--- src/rtl/cfr_pkg.sv ---
// types, constants and codes for the coordinate frame receiver
// no dependencies; imported by every module of the block but cfr_fifo
`default_nettype none

package cfr_pkg;

  localparam int unsigned ByteW   = 8;
  localparam int unsigned CfgIdxW = 2;
  localparam int unsigned CoordW  = 15;
  localparam int unsigned SumW    = 22;
  localparam int unsigned FoldW   = 20;
  localparam int unsigned PosW    = 4;

  localparam int unsigned MidDepth = 2;
  localparam int unsigned OutDepth = 2;

  localparam logic [6:0]       LenExpect  = 7'd96;
  localparam logic [ByteW-1:0] StartReset = 8'd240;
  localparam logic [ByteW-1:0] DestReset  = 8'd128;
  localparam logic [ByteW-1:0] EndReset   = 8'd15;

  // result status codes
  typedef enum logic [2:0] {
    ST_OK        = 3'd0,
    ST_BAD_START = 3'd1,
    ST_BAD_DEST  = 3'd2,
    ST_BAD_LEN   = 3'd3,
    ST_BAD_END   = 3'd4,
    ST_BAD_SUM   = 3'd5
  } status_e;

  // configuration register indexes
  typedef enum logic [CfgIdxW-1:0] {
    REG_START = 2'd0,
    REG_DEST  = 2'd1,
    REG_END   = 2'd2
  } reg_idx_e;

  typedef struct packed {
    logic               we;
    logic [CfgIdxW-1:0] idx;
    logic [ByteW-1:0]   data;
  } cfg_wr_t;

  // classified frame handed from front to back
  typedef struct packed {
    status_e           status;
    logic [SumW-1:0]   sum;
    logic [CoordW-1:0] x_raw;
    logic [CoordW-1:0] y_raw;
    logic [CoordW-1:0] z_raw;
  } frame_rec_t;

  typedef struct packed {
    logic       valid;
    frame_rec_t rec;
  } rec_push_t;

  // finished result word
  typedef struct packed {
    status_e                  status;
    logic signed [CoordW-1:0] x;
    logic signed [CoordW-1:0] y;
    logic signed [CoordW-1:0] z;
  } result_t;

endpackage

`default_nettype wire

--- src/rtl/cfr_fifo.sv ---
// small register-based queue used between the stages
// depends on nothing but its parameters
`default_nettype none

module cfr_fifo #(
  parameter int unsigned Width = 8,
  parameter int unsigned Depth = 2
) (
  input  logic             clk_i,
  input  logic             rst_ni,
  input  logic             push_i,
  input  logic [Width-1:0] data_i,
  input  logic             pop_i,
  output logic [Width-1:0] data_o,
  output logic             full_o,
  output logic             empty_o
);

  localparam int unsigned PtrW = (Depth > 1) ? $clog2(Depth) : 1;
  localparam int unsigned CntW = $clog2(Depth + 1);
  localparam logic [PtrW-1:0] LastPtr = PtrW'(Depth - 1);
  localparam logic [CntW-1:0] FullCnt = CntW'(Depth);

  logic [Width-1:0] mem_q [Depth];
  logic [PtrW-1:0]  wptr_q, wptr_d, rptr_q, rptr_d;
  logic [CntW-1:0]  cnt_q, cnt_d;
  logic             wr_en, rd_en;

  assign full_o  = (cnt_q == FullCnt);
  assign empty_o = (cnt_q == '0);
  assign wr_en   = push_i & ~full_o;
  assign rd_en   = pop_i & ~empty_o;
  assign data_o  = mem_q[rptr_q];

  // pointer and fill count update
  always_comb begin
    wptr_d = wptr_q;
    rptr_d = rptr_q;
    cnt_d  = cnt_q;
    if (wr_en) begin
      wptr_d = (wptr_q == LastPtr) ? '0 : wptr_q + 1'b1;
    end
    if (rd_en) begin
      rptr_d = (rptr_q == LastPtr) ? '0 : rptr_q + 1'b1;
    end
    if (wr_en && !rd_en) begin
      cnt_d = cnt_q + 1'b1;
    end else if (rd_en && !wr_en) begin
      cnt_d = cnt_q - 1'b1;
    end
  end

  always_ff @(posedge clk_i or negedge rst_ni) begin
    if (!rst_ni) begin
      wptr_q <= '0;
      rptr_q <= '0;
      cnt_q  <= '0;
    end else begin
      wptr_q <= wptr_d;
      rptr_q <= rptr_d;
      cnt_q  <= cnt_d;
    end
  end

  // storage
  always_ff @(posedge clk_i) begin
    if (wr_en) begin
      mem_q[wptr_q] <= data_i;
    end
  end

endmodule

`default_nettype wire

--- src/rtl/cfr_front.sv ---
// front end: frame state machine, byte store, running checksum, config registers
// depends on cfr_pkg
`default_nettype none

module cfr_front
  import cfr_pkg::*;
(
  input  logic             clk_i,
  input  logic             rst_ni,
  input  cfg_wr_t          cfg_i,
  input  logic             byte_valid_i,
  input  logic [ByteW-1:0] byte_i,
  output rec_push_t        push_o
);

  typedef enum logic [2:0] {
    PH_HUNT    = 3'd0,
    PH_DEST    = 3'd1,
    PH_LEN     = 3'd2,
    PH_PAYLOAD = 3'd3,
    PH_END     = 3'd4
  } phase_e;

  phase_e           phase_q, phase_d;
  logic [3:0]       cnt_q, cnt_d;
  logic [SumW-1:0]  sum_q, sum_d;
  logic [ByteW-1:0] start_q, dest_q, end_q;
  logic [ByteW-1:0] frame_q [10];
  logic             store_en;
  logic [PosW-1:0]  store_pos;

  // weight of one frame byte in the end-around-carry sum
  function automatic logic [SumW-1:0] sum_part(input logic [PosW-1:0] pos,
                                               input logic [ByteW-1:0] b);
    logic [SumW-1:0] r;
    case (pos)
      4'd0, 4'd5: r = {14'd0, b};
      4'd1, 4'd6: r = {6'd0, b, 8'd0};
      4'd2, 4'd7: r = {2'd0, b[3:0], 12'd0, b[7:4]};
      4'd3, 4'd8: r = {10'd0, b, 4'd0};
      4'd4, 4'd9: r = {2'd0, b, 12'd0};
      default:    r = '0;
    endcase
    return r;
  endfunction

  // next phase, store control and classified word
  always_comb begin
    phase_d          = phase_q;
    cnt_d            = cnt_q;
    sum_d            = sum_q;
    store_en         = 1'b0;
    store_pos        = '0;
    push_o.valid     = 1'b0;
    push_o.rec       = '0;
    push_o.rec.status = ST_OK;
    if (byte_valid_i) begin
      case (phase_q)
        PH_DEST: begin
          if (byte_i != dest_q) begin
            push_o.valid      = 1'b1;
            push_o.rec.status = ST_BAD_DEST;
            phase_d           = PH_HUNT;
            cnt_d             = '0;
          end else begin
            store_en  = 1'b1;
            store_pos = 4'd0;
            sum_d     = sum_part(4'd0, byte_i);
            phase_d   = PH_LEN;
          end
        end
        PH_LEN: begin
          if (byte_i[6:0] != LenExpect) begin
            push_o.valid      = 1'b1;
            push_o.rec.status = ST_BAD_LEN;
            phase_d           = PH_HUNT;
            cnt_d             = '0;
          end else begin
            store_en  = 1'b1;
            store_pos = 4'd1;
            sum_d     = sum_q + sum_part(4'd1, byte_i);
            cnt_d     = '0;
            phase_d   = PH_PAYLOAD;
          end
        end
        PH_PAYLOAD: begin
          store_en  = 1'b1;
          store_pos = {1'b0, cnt_q[2:0]} + 4'd2;
          sum_d     = sum_q + sum_part(store_pos, byte_i);
          cnt_d     = cnt_q + 4'd1;
          if (cnt_d >= 4'd8) begin
            phase_d = PH_END;
          end
        end
        PH_END: begin
          push_o.valid = 1'b1;
          phase_d      = PH_HUNT;
          cnt_d        = '0;
          if (byte_i != end_q) begin
            push_o.rec.status = ST_BAD_END;
          end else begin
            // checksum verdict and sign handling are left to the back end
            push_o.rec.status = ST_OK;
            push_o.rec.sum    = sum_q;
            push_o.rec.x_raw  = {frame_q[4][5:0], frame_q[3], frame_q[2][7]};
            push_o.rec.y_raw  = {frame_q[6][4:0], frame_q[5], frame_q[4][7:6]};
            push_o.rec.z_raw  = {frame_q[8][3:0], frame_q[7], frame_q[6][7:5]};
          end
        end
        default: begin
          // hunting, also for any unused phase code
          if (byte_i != start_q) begin
            push_o.valid      = 1'b1;
            push_o.rec.status = ST_BAD_START;
            phase_d           = PH_HUNT;
          end else begin
            phase_d = PH_DEST;
          end
          cnt_d = '0;
        end
      endcase
    end
  end

  // control state and configuration registers
  always_ff @(posedge clk_i or negedge rst_ni) begin
    if (!rst_ni) begin
      phase_q <= PH_HUNT;
      cnt_q   <= '0;
      start_q <= StartReset;
      dest_q  <= DestReset;
      end_q   <= EndReset;
    end else begin
      phase_q <= phase_d;
      cnt_q   <= cnt_d;
      if (cfg_i.we) begin
        case (cfg_i.idx)
          REG_START: start_q <= cfg_i.data;
          REG_DEST:  dest_q  <= cfg_i.data;
          REG_END:   end_q   <= cfg_i.data;
          default:   ;
        endcase
      end
    end
  end

  // frame bytes and running sum
  always_ff @(posedge clk_i) begin
    sum_q <= sum_d;
    if (store_en) begin
      frame_q[store_pos] <= byte_i;
    end
  end

endmodule

`default_nettype wire

--- src/rtl/cfr_back.sv ---
// back end: checksum fold, verdict and sign-magnitude decode
// depends on cfr_pkg
`default_nettype none

module cfr_back
  import cfr_pkg::*;
(
  input  logic       rec_valid_i,
  input  frame_rec_t rec_i,
  input  logic       out_full_i,
  output logic       rec_pop_o,
  output logic       res_push_o,
  output result_t    res_o
);

  logic [FoldW:0] fold1, fold2;
  logic           sum_ok;

  // sign-magnitude to two's complement, negative zero gives zero
  function automatic logic [CoordW-1:0] sm_decode(input logic [CoordW-1:0] raw);
    logic [CoordW-1:0] mag;
    mag = {1'b0, raw[CoordW-2:0]};
    return raw[CoordW-1] ? CoordW'(15'd0 - mag) : mag;
  endfunction

  assign rec_pop_o  = rec_valid_i & ~out_full_i;
  assign res_push_o = rec_pop_o;

  // two folds of the end-around carry
  assign fold1  = {1'b0, rec_i.sum[FoldW-1:0]} + (FoldW+1)'(rec_i.sum[SumW-1:FoldW]);
  assign fold2  = {1'b0, fold1[FoldW-1:0]} + (FoldW+1)'(fold1[FoldW]);
  assign sum_ok = (fold2 == {1'b0, {FoldW{1'b1}}});

  // result word
  always_comb begin
    res_o        = '0;
    res_o.status = rec_i.status;
    if (rec_i.status == ST_OK) begin
      if (!sum_ok) begin
        res_o.status = ST_BAD_SUM;
      end else begin
        res_o.x = sm_decode(rec_i.x_raw);
        res_o.y = sm_decode(rec_i.y_raw);
        res_o.z = sm_decode(rec_i.z_raw);
      end
    end
  end

endmodule

`default_nettype wire

--- src/rtl/coordinate_frame_receiver.sv ---
// Coordinate frame receiver: one byte word accepted per cycle while full is low.
// A result passes both queues after the byte that ends or rejects a frame
// (front end classifies into a queue, back end folds the checksum into the result queue).
// Full rises only when the queue between front and back end has no room.
// Reset (async, active low) empties both queues, returns to hunting, loads 240, 128, 15.
// top level; depends on cfr_pkg, cfr_fifo, cfr_front and cfr_back
`default_nettype none

module coordinate_frame_receiver
  import cfr_pkg::*;
#(
  parameter int unsigned MID_DEPTH = MidDepth,
  parameter int unsigned OUT_DEPTH = OutDepth
) (
  input  logic                     clk_i,
  input  logic                     rst_ni,
  input  logic                     push,
  output logic                     full,
  input  logic [ByteW-1:0]         rx_byte_i,
  output logic                     empty,
  input  logic                     pop,
  output logic [2:0]               status_o,
  output logic signed [CoordW-1:0] x_coord_o,
  output logic signed [CoordW-1:0] y_coord_o,
  output logic signed [CoordW-1:0] z_coord_o,
  input  logic                     cfg_we_i,
  input  logic [CfgIdxW-1:0]       cfg_idx_i,
  input  logic [ByteW-1:0]         cfg_data_i
);

  cfg_wr_t    cfg;
  rec_push_t  front_push;
  frame_rec_t mid_rec;
  logic       mid_full, mid_empty, mid_pop;
  logic       out_full, res_push;
  result_t    res, out_res;
  logic       byte_acc;

  assign cfg.we   = cfg_we_i;
  assign cfg.idx  = cfg_idx_i;
  assign cfg.data = cfg_data_i;

  assign full     = mid_full;
  assign byte_acc = push & ~mid_full;

  // front end
  cfr_front u_front (
    .clk_i        (clk_i),
    .rst_ni       (rst_ni),
    .cfg_i        (cfg),
    .byte_valid_i (byte_acc),
    .byte_i       (rx_byte_i),
    .push_o       (front_push)
  );

  // queue of classified frames
  cfr_fifo #(
    .Width ($bits(frame_rec_t)),
    .Depth (MID_DEPTH)
  ) u_mid_fifo (
    .clk_i   (clk_i),
    .rst_ni  (rst_ni),
    .push_i  (front_push.valid),
    .data_i  (front_push.rec),
    .pop_i   (mid_pop),
    .data_o  (mid_rec),
    .full_o  (mid_full),
    .empty_o (mid_empty)
  );

  // back end
  cfr_back u_back (
    .rec_valid_i (~mid_empty),
    .rec_i       (mid_rec),
    .out_full_i  (out_full),
    .rec_pop_o   (mid_pop),
    .res_push_o  (res_push),
    .res_o       (res)
  );

  // result queue
  cfr_fifo #(
    .Width ($bits(result_t)),
    .Depth (OUT_DEPTH)
  ) u_out_fifo (
    .clk_i   (clk_i),
    .rst_ni  (rst_ni),
    .push_i  (res_push),
    .data_i  (res),
    .pop_i   (pop),
    .data_o  (out_res),
    .full_o  (out_full),
    .empty_o (empty)
  );

  assign status_o  = out_res.status;
  assign x_coord_o = out_res.x;
  assign y_coord_o = out_res.y;
  assign z_coord_o = out_res.z;

endmodule

`default_nettype wire

--- config.mk ---
export PLATFORM = sky130hd
export DESIGN_NAME = coordinate_frame_receiver
export DESIGN_NICKNAME = d
export VERILOG_FILES = /design/src/rtl/cfr_pkg.sv /design/src/rtl/cfr_fifo.sv /design/src/rtl/cfr_front.sv /design/src/rtl/cfr_back.sv /design/src/rtl/coordinate_frame_receiver.sv
export SDC_FILE = /design/constraint.sdc
export NUM_CORES = 1
export LEC_CHECK = 0
export ABC_AREA = 1
export BUFFER_PORTS_ARGS = -buffer_cell sky130_fd_sc_hd__buf_2
export CORE_MARGIN = 3
export CORE_UTILIZATION = 35
export CTS_CLUSTER_SIZE = 8
export DETAILED_ROUTE_END_ITERATION = 10
export PLACE_DENSITY = 0.53
export SYNTH_ARGS = -nofsm -noshare
export SYNTH_HDL_FRONTEND = slang
export SYNTH_SLANG_ARGS = --single-unit
--- constraint.sdc ---
create_clock -name clk_i -period 4.99 [get_ports clk_i]
set_clock_uncertainty 0.05 [all_clocks]
set_input_delay 0.499 -clock clk_i [delete_from_list [all_inputs] [get_ports clk_i]]
set_output_delay 0.499 -clock clk_i [all_outputs]
set_load 0.05 [all_outputs]
---- Word-level counts from Yosys, hierarchy flattened ----
Memories as Yosys holds them, arrays and structs flattened.
Index checks and enable logic that the tools add are counted.
word-level totals
  memories kept ........................... 3
  input bits .............................. 23
  flip-flop bits (word level) ............. 61
  memory bits (writable) .................. 316
  logic and storage cells ................. 147
  output and inout bits ................... 50
cells by class
  mux-type cells .......................... 51
  $lt $le $gt $ge ......................... 1
  bitwise gates (word level) .............. 10
  $add $sub $neg .......................... 17
  equal/unequal tests ..................... 26
  reductions and logical operators ........ 27
memories
  name              words  bits a word  read ports  clocked after memory_dff  write ports  RTL line         RTL
  u_mid_fifo.mem_q  2      70           1           0                         1            cfr_fifo.sv:24   logic [Width-1:0] mem_q [Depth];
  u_out_fifo.mem_q  2      48           1           0                         1            cfr_fifo.sv:24
  u_front.frame_q   10     8            7           0                         1            cfr_front.sv:28  logic [ByteW-1:0] frame_q [10];
operators with widths
  cell                   number
  $mux 22                7
  $mux 67                2
  $pmux 20 s5            1
  $mux 71                1
  $pmux 22 s3            1
  $mux 48                1
  $mux 15                3
  $mux 45                1
  $sub 1x14->15 const A  3
  $add 22x22->22         2
  $ne 8x8->1             3
  $add 20x1->21          1
  $add 20x2->21          1
  $eq 21x20->1 const B   1
  $mux 4                 5
  $eq 4x3->1 const B     4
  $pmux 4 s2             2
  $pmux 4 s4             1
  $mux 1                 15
  $mux 2                 6
  $pmux 3 s4             1
  $reduce_and 2->1       5
  $reduce_or 2->1        5
  $mux 3                 3
  28 further kinds       57

---- Logic depth before layout (Yosys ltp) ----
Gate-level depths: netlist of run 1.
  depth in word-level cells ............... 9
  gate-level depth with buffers ........... 31
  mapped depth without buffers ............ 27

---- Modules after synthesis ----
Synthesis of run 1 repeated with hierarchy kept, for this count alone.
second synthesis, totals
  cell total of the unflattened synthesis .. 2007
  area total of the unflattened synthesis .. 19169.6 sq um
modules (own cells, without submodules)
  module                     area an instance (sq um)  cells an instance  instances  sequential area each (sq um)
  cfr_front                  6846.6                    847                1          2798.9
  cfr_fifo (u_mid_fifo)      6145.9                    397                1          4304.1
  cfr_fifo (u_out_fifo)      3728.6                    283                1          2982.9
  cfr_back                   2434.8                    477                1          0.0
  coordinate_frame_receiver  13.8                      3                  1          0.0

---- Least setup slack after synthesis of run 1 ----
No wires, ideal clock.
  path kind ............................... input -> register
  start ................................... input port rx_byte_i[1]
  end ..................................... memory u_mid_fifo.mem_q[1][0] in the netlist's numbering, enable pin
  cell stages on the path ................. 11
  path slack .............................. 0.126 ns
  data required time ...................... 4.440 ns
  arrival ................................. 4.314 ns
  library setup time ...................... 0.500 ns
  buffers on the path ..................... 1
  cells stage by stage .................... clkbuf_1 -> xnor2_1 -> nand2_1 -> nor4_1 -> nand2_1 -> nand2_1 -> inv_1 -> nand2_1 -> nor2_1 -> inv_1 -> nor2_1
between the ends
  word-level cells in the longest chain between the ends .. 7
  elaborated cells between the ends (all ways) .. 11
  those cells by class .................... eq/ne: 3; mux: 7; bitwise: 1
RTL lines
  what                                RTL line                                            RTL
  start, declared                     coordinate_frame_receiver.sv:19                     input logic [ByteW-1:0] rx_byte_i,
  $ne 8x8->1 (tied with other cells)  cfr_front.sv:112                                    if (byte_i != start_q) begin
  $mux 4 (on tied branches)           cfr_front.sv:112, cfr_front.sv:60, cfr_front.sv:73
  $pmux 4 s4 (*)                      cfr_front.sv:58                                     case (phase_q)
  $mux 71 (*)                         cfr_front.sv:57                                     if (byte_valid_i) begin
  $and 1x1->1 (*)                     cfr_fifo.sv:31                                      assign wr_en = push_i & ~full_o;
  named net u_mid_fifo.wr_en          cfr_fifo.sv:27                                      logic wr_en, rd_en;
  $mux 1 (*)                          cfr_fifo.sv:67                                      if (wr_en) begin
  $mux 1 (not written as such) (*)    cfr_fifo.sv:68                                      mem_q[wptr_q] <= data_i;
  end, declared                       cfr_fifo.sv:24
Mark *: on every way through the listed nets, which the timed path passes. The rest lies on a longest branch.

==> flow_summary.yaml, run 1 <==
pwr:
  p_total_mw: 11.41
  clkPwrFrac_pct: 25.7
  p_leak_nw: 7.852
  swShare_pct: 40.03
  p_switching_mw: 4.569
  p_seq_share_pct: 36.8
  p_comb_share_pct: 37.5
  internal_power_mw: 6.845
  vdd_drop_max_mv: 0.3647
  powerDensity_nw_per_um2: 579.3
clocking:
  cts.sinks: 342
  clockBufferDepth: 3
  cts_tree: "yes"
  cts_root_buf: "clkbuf_16"
  path_clk_slew_ns: 0.05
  clkLatencyLatePin_ns: 0.57
  htree_levels: 2
  post-cts-setup-buffers: 0
  cts_made_buffers: 49
placed_design:
  preCtsSetupSlack_ns: 0.5239
  gp_congestion: 0.8956
  place_inst: 2430
  dp_hpwl_um: 26720
  port_buffers: 72
synth:
  synth_largest_area_cell: "edfxtp_1"
  yosysMostFrequentCell: "nand2_1"
  synth_top_area_share_pct: 52.81
  ys_seq_area_share_pct: 58.54
  synthesis.area_um2: 17230
  synthArstFlopShare_pct: 11.40
  yosys-top-cells-count: "nand2_1, edfxtp_1, nor2_1, inv_1, o21ai_0"
  synth.avg_cell_area_um2: 9.947
  ys_seq_elements: 342
  synth_cells: 1732
  yosysWarningCount: 0
  ys.flop_type: "edfxtp_1"
  syn_nets: 1801
  netlist-cell-type-count: 52
  synthTopCellsByArea: "edfxtp_1, nand2_1, dfrtp_1"
  synth-edff-count: 303
timing:
  tightest_slew_ns: 1.208
  finalHoldViolCount: 0
  setup_slack_ns: 0.5656
  rsz0062_at_grt: "false"
  slew_viol_final: 0
  max_freq_mhz: 226.0
  slew_headroom_pct: 18.87
  period_share_pct: 88.67
  final.setup.tns_ns: 0
  fin_crit_ns: 4.424
  setup_viol: 0
  whs_ns: 0.04358
critical_path:
  path_class: "register to register"
  critPathArrivalTime_ns: 4.78
  worstSetupStartpointType: "register"
  cpPeakStageDelay_ns: 0.54
  crit_path_max_fanout: 20
  worst-path-buf-inv: 4
  cp_slowest_cell: "dfrtp_2"
  worstPathRequired_ns: 5.35
  end_kind: "register"
  crit_family: "simple AND/OR/NAND/NOR gates"
global_routing:
  grt_use_met3_pct: 2.408
  met2_usage_pct: 25.81
  track_usage_pct: 15.08
  antenna_found_initial: 0
  use_met1_pct: 19.75
  grt_max_degree: 72
  busiest_layer: "met2"
  grt_pass1_wl_um: 63330
  grt_overflow: 0
  grt_pass1_vias: 12000
finish:
  num-fill-cells: 4711
  nets: 1894
  stdcell_count: 2497
  area_growth_syn_to_layout_pct: 14.37
  n_antenna_cell: 0
  drive_gt1_share_pct: 13.58
  final-seq-area_um2: 10090
  multi_input_area_um2: 6345
drt:
  ant_nets: 0
  vias_per_cell: 4.753
  drt_first_iter_violations: 847
  vias: 11870
  drc: 0
  dr.pass1.iters: 5
  wl_um: 39350
  post_drt_wl_per_cell_um: 15.76
die:
  io_pins: 73
  core_area_um2: 48150
  initial_utilization_pct: 35.78
  rows: 80
  die_w_um: 227.9
  die_area_um2: 51920
  fp.dieH_um: 227.9
status:
  status: "finished, final reports clean"
run:
  timing.max_cap.violations: 0
worst_hold_path:
  hp-class: "input port to asynchronous set/reset pin"
cell families after synthesis:
kind of cell / count (synthesis) / share of synthesized area (%)
AOI/OAI and AO/OA: 202 / 6.471
xor gates and xnor gates: 77 / 3.915
muxes: 26 / 1.511
adders and majority gates: 46 / 3.472
DFF: 342 / 58.54
buffers and inverters: 201 / 4.837
and+or+nand+nor: 838 / 21.25
power by group through the flow:
stage | Sequential, mW | Combinational [mW] | Clock (mW)
floorplan | 4.23 | 3.31 | 0
global placement | 4.25 | 4.35 | 0
detailed placement | 4.26 | 4.35 | 0
CTS | 4.21 | 4.36 | 3.02
global route | 4.27 | 4.74 | 3.15
finish | 4.20 | 4.28 | 2.93
final timing paths:
| check | from | endpoint | slack (ns) | cells after the start |
|---|---|---|---|---|
| setup / recovery | u_mid_fifo.rptr_q$_DFFE_PN0P_ | u_out_fifo.mem_q[1][1]$_DFFE_PP_ | 0.57 | 26 |
| hold / removal | rst_ni | u_front.dest_q[4]$_DFFE_PN0P_ | 0.04 | 1 |
| setup reg to reg | u_mid_fifo.rptr_q$_DFFE_PN0P_ | u_out_fifo.mem_q[1][1]$_DFFE_PP_ | 0.57 | 26 |
| hold reg to reg | u_front.start_q[4]$_DFFE_PN1P_ | u_front.start_q[4]$_DFFE_PN1P_ | 0.45 | 2 |
| max in group asynchronous | rst_ni | u_mid_fifo.rptr_q$_DFFE_PN0P_ | 4.20 | 1 |
| min in group clk_i | cfg_data_i[5] | u_front.start_q[5]$_DFFE_PN1P_ | 0.15 | 3 |
state kept, by name, summed over array words and instances, names as in the netlist:
register           count
u_mid_fifo.mem_q     140
u_out_fifo.mem_q      96
u_front.frame_q       45
u_front.sum_q         22
u_front.dest_q         8
u_front.end_q          8
u_front.start_q        8
u_front.cnt_q          4
u_front.phase_q        3
u_mid_fifo.cnt_q       2
u_out_fifo.cnt_q       2
u_mid_fifo.rptr_q      1
u_mid_fifo.wptr_q      1
u_out_fifo.rptr_q      1
u_out_fifo.wptr_q      1
routing by layer:
layer / vias to the layer above / wire length [um]
met4: 0 / 750
met1: 5585 / 18170
met5: - / 0
li1: 6008 / -
met3: 50 / 1822
met2: 226 / 18600
placed cells by master (no fill, tap or decap), types with 41 or more instances in the layout:
cell | netlist | layout
a21oi_1 | 42 | 41
buf_2 | 5 | 72
clkbuf_16 | 0 | 49
edfxtp_1 | 303 | 303
ha_1 | 43 | 43
inv_1 | 147 | 147
nand2_1 | 481 | 480
nand3_1 | 45 | 45
nor2_1 | 150 | 146
nor2_2 | 49 | 49
o21ai_0 | 98 | 98
xor2_1 | 53 | 53
metrics by stage:
step	cell area, um^2	util [%]
3_5_place_dp	18360	38.14
3_3_place_gp	18360	38.14
5_1_grt	19700	40.93
6_report	19700	40.93
2_1_floorplan	17230	-
4_1_cts	19700	40.92
timing repair:
| item | in CTS | in global routing |
|---|---|---|
| endpoints found under the setup margin | 0 | 8 |
| resized for setup | 0 | 1 |
| hold buffers | 0 | 0 |
area by class of cell:
class / count / area share (%)
sequential: 342 / 51.19
multi-input combinational: 1189 / 32.20
clock buffer: 63 / 6.490
inverter: 151 / 2.915
timing repair buffer: 92 / 2.737
tap: 656 / 4.166
clock inverter: 4 / 0.2985
(Power assumes the default switching activity.)
==> inputs of run 2 (changes only) <==
--- a/config.mk
+++ b/config.mk
@@ -12,6 +12,7 @@
 export CTS_CLUSTER_SIZE = 8
 export DETAILED_ROUTE_END_ITERATION = 10
 export PLACE_DENSITY = 0.53
+export REMOVE_ABC_BUFFERS = 1
 export SYNTH_ARGS = -nofsm -noshare
 export SYNTH_HDL_FRONTEND = slang
 export SYNTH_SLANG_ARGS = --single-unit
==> run 2 against run 1 <==
Effect of this change: utilization fell by 0.075 points; critical path type unchanged; register-to-register slack better by 0.17 ns; clock power is essentially flat.
==> flow_summary.yaml, run 2 (synthesis results as in run 1) <==
pwr:
  vdd_drop_max_mv: 0.3665
  p_leak_nw: 7.834
  powerDensity_nw_per_um2: 581.2
  p_total_mw: 11.43
finish:
  largest_register_ffs: 140
  num-fill-cells: 4705
  postLayoutCoreUtil_pct: 40.85
  area_growth_syn_to_layout_pct: 14.16
  drive_gt1_share_pct: 13.43
  final_common_cell: "nand2_1"
  fin_area_um2: 19670
  nets: 1891
  reg_top3: "u_mid_fifo.mem_q x140, u_out_fifo.mem_q x96, u_front.frame_q x45"
  n_antenna_cell: 0
  top_register: "u_mid_fifo.mem_q"
  final_cell_mix: "nand2_1, edfxtp_1, inv_1"
global_routing:
  track_usage_pct: 15.44
  antenna_found_initial: 0
  grt_pass1_wl_um: 64760
  grt_overflow: 0
  grt_max_degree: 71
  grt_pass1_vias: 12040
timing:
  max_freq_mhz: 234.9
  finalHoldViolCount: 0
  final.setup.tns_ns: 0
  rsz0062_at_grt: "false"
  slew_headroom_pct: 11.71
  setup_slack_ns: 0.7334
  slew_viol_final: 0
  fin_crit_ns: 4.257
  tightest_slew_ns: 1.314
  setup_viol: 0
  period_share_pct: 85.30
placed_design:
  preCtsSetupSlack_ns: 0.6759
  placed_area_um2: 18340
  gp_congestion: 0.8877
  dp_hpwl_um: 27300
  port_buffers: 72
drt:
  wl_um: 40220
  vias: 12060
  drc: 0
  post_drt_wl_per_cell_um: 16.12
  dr.pass1.iters: 5
  drt_first_iter_violations: 778
  ant_nets: 0
  vias_per_cell: 4.833
clocking:
  path_clk_slew_ns: 0.05
  holdBufCountCts: 0
  post-cts-setup-buffers: 0
  clkLatencyLatePin_ns: 0.57
  cts_tree: "yes"
  htree_levels: 2
  cts_root_buf: "clkbuf_16"
  cts_resized: 0
  clockBufferDepth: 3
  cts.sinks: 342
  cts_made_buffers: 48
critical_path:
  worstPathRequired_ns: 5.35
  crit_family: "simple AND/OR/NAND/NOR gates"
  critPathArrivalTime_ns: 4.62
  worstSetupStartpointType: "register"
  cp_slowest_cell: "dfrtp_2"
  worst-path-buf-inv: 4
  cpPeakStageDelay_ns: 0.49
  end_kind: "register"
  r2r_setup_slack_ns: 0.73
  crit_path_max_fanout: 39
  cpMostUsedCell: "nand2_1"
  path_class: "register to register"
die:
  io_pins: 73
  fp.dieH_um: 227.9
  die_area_um2: 51920
  core_area_um2: 48150
  initial_utilization_pct: 35.78
  rows: 80
  die_w_um: 227.9
run:
  timing.max_cap.violations: 0
status:
  status: "finished, final reports clean"
worst_hold_path:
  hp-class: "input port to asynchronous set/reset pin"
-- run 2: final timing paths --
kind                                          startpoint                               end  cells after the start
setup / recovery           u_mid_fifo.rptr_q$_DFFE_PN0P_  u_out_fifo.mem_q[1][4]$_DFFE_PP_                     25
hold / removal                                    rst_ni   u_out_fifo.cnt_q[0]$_DFFE_PN0P_                      1
setup reg to reg           u_mid_fifo.rptr_q$_DFFE_PN0P_  u_out_fifo.mem_q[1][4]$_DFFE_PP_                     25
hold reg to reg             u_front.cnt_q[2]$_DFFE_PN0P_      u_front.cnt_q[2]$_DFFE_PN0P_                      1
max in group asynchronous                         rst_ni     u_mid_fifo.rptr_q$_DFFE_PN0P_                      1
min in group clk_i                         cfg_data_i[7]    u_front.start_q[7]$_DFFE_PN1P_                      3
-- run 2: power by group --
| part | total, mW | leakage, nW | internal, mW | switching [mW] |
|---|---|---|---|---|
| clock network | 2.92 | 0.641 | 1.77 | 1.16 |
| registers | 4.19 | 3.35 | 3.99 | 0.207 |
| logic | 4.31 | 3.84 | 1.08 | 3.23 |
| total | 11.4 | 7.83 | 6.84 | 4.59 |
-- run 2: per-layer routing --
layer	part of all wire, %	vias up	track usage (%)
met5	0	-	0
met4	2.5	0	4.893
met3	4.5	73	3.106
met2	47	248	25.91
met1	46	5714	20.15
li1	-	6024	-
-- run 2: area by class of cell --
cell class | count | area, um^2 | share of cell area (%)
Clock buffer | 65 | 1286 | 6.540
Clock inverter | 2 | 46.29 | 0.2354
Inverter | 151 | 574.3 | 2.920
Multi-Input combinational cell | 1189 | 6345 | 32.26
Sequential cell | 342 | 10090 | 51.29
Tap cell | 656 | 820.8 | 4.173
Timing Repair Buffer | 90 | 508.0 | 2.583
-- run 2: per-stage QoR --
step / cells / hold slack [ns]
global route: 2495 / 0.1084
global placement: 2428 / 0.4285
detailed placement: 2428 / 0.4334
finish: 2495 / 0.04066
CTS: 2495 / 0.05298
floorplan: 1682 / 0.1534
==> inputs of run 3 (changes only) <==
--- a/config.mk
+++ b/config.mk
@@ -7,11 +7,13 @@
 export LEC_CHECK = 0
 export ABC_AREA = 1
 export BUFFER_PORTS_ARGS = -buffer_cell sky130_fd_sc_hd__buf_2
-export CORE_MARGIN = 3
-export CORE_UTILIZATION = 35
+export CELL_PAD_IN_SITES_DETAIL_PLACEMENT = 1
+export CELL_PAD_IN_SITES_GLOBAL_PLACEMENT = 1
+export CORE_MARGIN = 4
+export CORE_UTILIZATION = 36
 export CTS_CLUSTER_SIZE = 8
 export DETAILED_ROUTE_END_ITERATION = 10
-export PLACE_DENSITY = 0.53
+export PLACE_DENSITY = 0.65
 export REMOVE_ABC_BUFFERS = 1
 export SYNTH_ARGS = -nofsm -noshare
 export SYNTH_HDL_FRONTEND = slang
==> run 3 against run 2 <==
Effect of this change: power up 1.3%; fmax decreased by 5.4%; sequential power grew 1%; cell count shrank 1.6%; critical path type unchanged; largest power group unchanged.
==> flow_summary.yaml, run 3 (synthesis results as in run 1) <==
status:
  status: "finished, final reports clean"
finish:
  area_growth_syn_to_layout_pct: 14.29
  drive_gt1_share_pct: 13.90
  final_common_cell: "nand2_1"
  final_cell_mix: "nand2_1, edfxtp_1, inv_1"
  reg_top3: "u_mid_fifo.mem_q x140, u_out_fifo.mem_q x96, u_front.frame_q x45"
  top_register: "u_mid_fifo.mem_q"
  nets: 1901
  fin_area_um2: 19690
  n_antenna_cell: 0
  postLayoutCoreUtil_pct: 41.94
  largest_register_ffs: 140
clocking:
  cts_root_buf: "clkbuf_16"
  clkLatencyLatePin_ns: 0.57
  htree_levels: 2
  path_clk_slew_ns: 0.05
  cts_made_buffers: 48
  clockBufferDepth: 3
  cts.sinks: 342
  holdBufCountCts: 0
  cts_tree: "yes"
timing:
  finalHoldViolCount: 0
  rsz0062_at_grt: "false"
  slew_headroom_pct: 14.04
  slew_viol_final: 0
  final.setup.tns_ns: 0
  fin_crit_ns: 4.500
  setup_viol: 0
  period_share_pct: 90.18
  tightest_slew_ns: 1.280
  max_freq_mhz: 222.2
drt:
  dr_wl_met2_um: 21420
  vias: 12360
  post_drt_wl_per_cell_um: 17.89
  dr.pass1.iters: 5
  wl_met3_um: 1483
  met1_length_um: 20090
  drt_first_iter_violations: 572
  topRoutingLayerUsed: "met4"
  ant_nets: 0
  vias_per_cell: 5.032
  wl_um: 43940
  drc: 0
global_routing:
  grt_overflow: 0
  grt_pass1_vias: 13090
  grt_pass1_wl_um: 70310
  antenna_found_initial: 0
  track_usage_pct: 17.17
  grt_max_degree: 52
pwr:
  p_switching_mw: 4.721
  swShare_pct: 40.79
  p_seq_share_pct: 36.6
  p_leak_nw: 7.882
  vdd_drop_max_mv: 0.4298
  internal_power_mw: 6.854
  clkPwrFrac_pct: 25.5
  p_comb_share_pct: 37.9
  powerDensity_nw_per_um2: 587.8
critical_path:
  critPathArrivalTime_ns: 4.86
  reg2reg_from: "u_mid_fifo.rptr_q$_DFFE_PN0P_"
  end_kind: "register"
  worstSetupStartpointType: "register"
  r2r_setup_slack_ns: 0.49
  worstPathRequired_ns: 5.35
  path_class: "register to register"
  reg2reg_to: "u_out_fifo.mem_q[0][0]$_DFFE_PP_"
  crit_path_max_fanout: 33
  reg2reg_depth: 25
die:
  die_area_um2: 51420
  fp.dieH_um: 226.8
  io_pins: 73
  initial_utilization_pct: 36.69
  core_area_um2: 46950
  die_w_um: 226.8
  rows: 79
worst_hold_path:
  hp-class: "input port to asynchronous set/reset pin"
placed_design:
  placed_area_um2: 18290
  gp_congestion: 0.8486
  dp_hpwl_um: 30370
  port_buffers: 72
run:
  timing.max_cap.violations: 0
-- run 3: changes by cell type in the layout (fill, tap and decap cells not counted) --
cell,before,now
buf_4,17,26
inv_8,1,0
dfrtp_4,0,1
inv_6,0,1
dfrtp_2,1,0
clkinv_8,1,2
-- run 3: worst max-delay path by stage --
stage                                   from                          endpoint  slack, ns  cells past startpoint
2_1_floorplan  u_mid_fifo.rptr_q$_DFFE_PN0P_  u_out_fifo.mem_q[0][0]$_DFFE_PP_      -0.52                     24
3_3_place_gp   u_mid_fifo.rptr_q$_DFFE_PN0P_  u_out_fifo.mem_q[0][0]$_DFFE_PP_       0.44                     27
3_5_place_dp   u_mid_fifo.rptr_q$_DFFE_PN0P_  u_out_fifo.mem_q[0][0]$_DFFE_PP_       0.20                     26
4_1_cts        u_mid_fifo.rptr_q$_DFFE_PN0P_  u_out_fifo.mem_q[0][0]$_DFFE_PP_       0.18                     26
5_1_grt        u_mid_fifo.rptr_q$_DFFE_PN0P_  u_out_fifo.mem_q[0][4]$_DFFE_PP_       0.04                     26
6_report       u_mid_fifo.rptr_q$_DFFE_PN0P_  u_out_fifo.mem_q[0][0]$_DFFE_PP_       0.49                     25
-- run 3: cell type report --
class / instances / area, um^2
Fill cell: 5274 / 27260
Sequential cell: 342 / 10090
Clock inverter: 2 / 46.29
Inverter: 151 / 579.3
Tap cell: 607 / 759.5
Timing Repair Buffer: 99 / 575.6
Timing Repair inverter: 1 / 8.758
Clock buffer: 65 / 1286
Multi-Input combinational cell: 1189 / 6345
-- run 3: stage by stage --
step,worst slack (ns),power (mW),hold slack [ns],cells
3_5_place_dp,0.1990,8.719,0.4411,2381
5_1_grt,0.03737,12.31,0.07428,2456
6_report,0.4899,11.57,0.01926,2456
2_1_floorplan,-0.5241,7.481,0.1534,1682
4_1_cts,0.1842,11.73,0.02813,2448
3_3_place_gp,0.4423,8.600,0.4279,2381
-- run 3: per-layer routing --
metal,vias to the layer above,track usage [%]
met2,176,30.01
met5,-,0
met3,62,2.809
li1,6034,-
met1,6087,22.26
met4,0,4.497
-- run 3: repair_timing --
item	CTS	global route
resized for setup	0	2
endpoints found under the setup margin	0	68
setup buffers	0	7
-- run 3: worst max-delay path: stages (launching register included) --
cell and delay, ns:
dfrtp_4 0.63, clkinv_8 0.18, nand2_1 0.10, nand2_1 0.07
ha_1 0.23, fa_1 0.48, inv_1 0.13, nor3_2 0.07
nand3_1 0.10, nor3_1 0.05, nand3_1 0.10, nor2_1 0.05
ha_1 0.22, ha_1 0.28, nand2_1 0.05, nand3b_1 0.14
nor2_1 0.11, nand3_1 0.08, nor2_1 0.12, nand3_1 0.11
nor2_1 0.12, nand3_1 0.10, nor2_2 0.17, nand3_4 0.17
buf_12 0.22, nor2_1 0.16
-- run 3: power by group through the flow --
stage	sequential (mW)	combinational (mW)	clock [mW]
2_1_floorplan	4.35	3.13	0
3_3_place_gp	4.24	4.36	0
3_5_place_dp	4.28	4.44	0
4_1_cts	4.24	4.46	3.04
5_1_grt	4.30	4.84	3.17
6_report	4.24	4.39	2.95
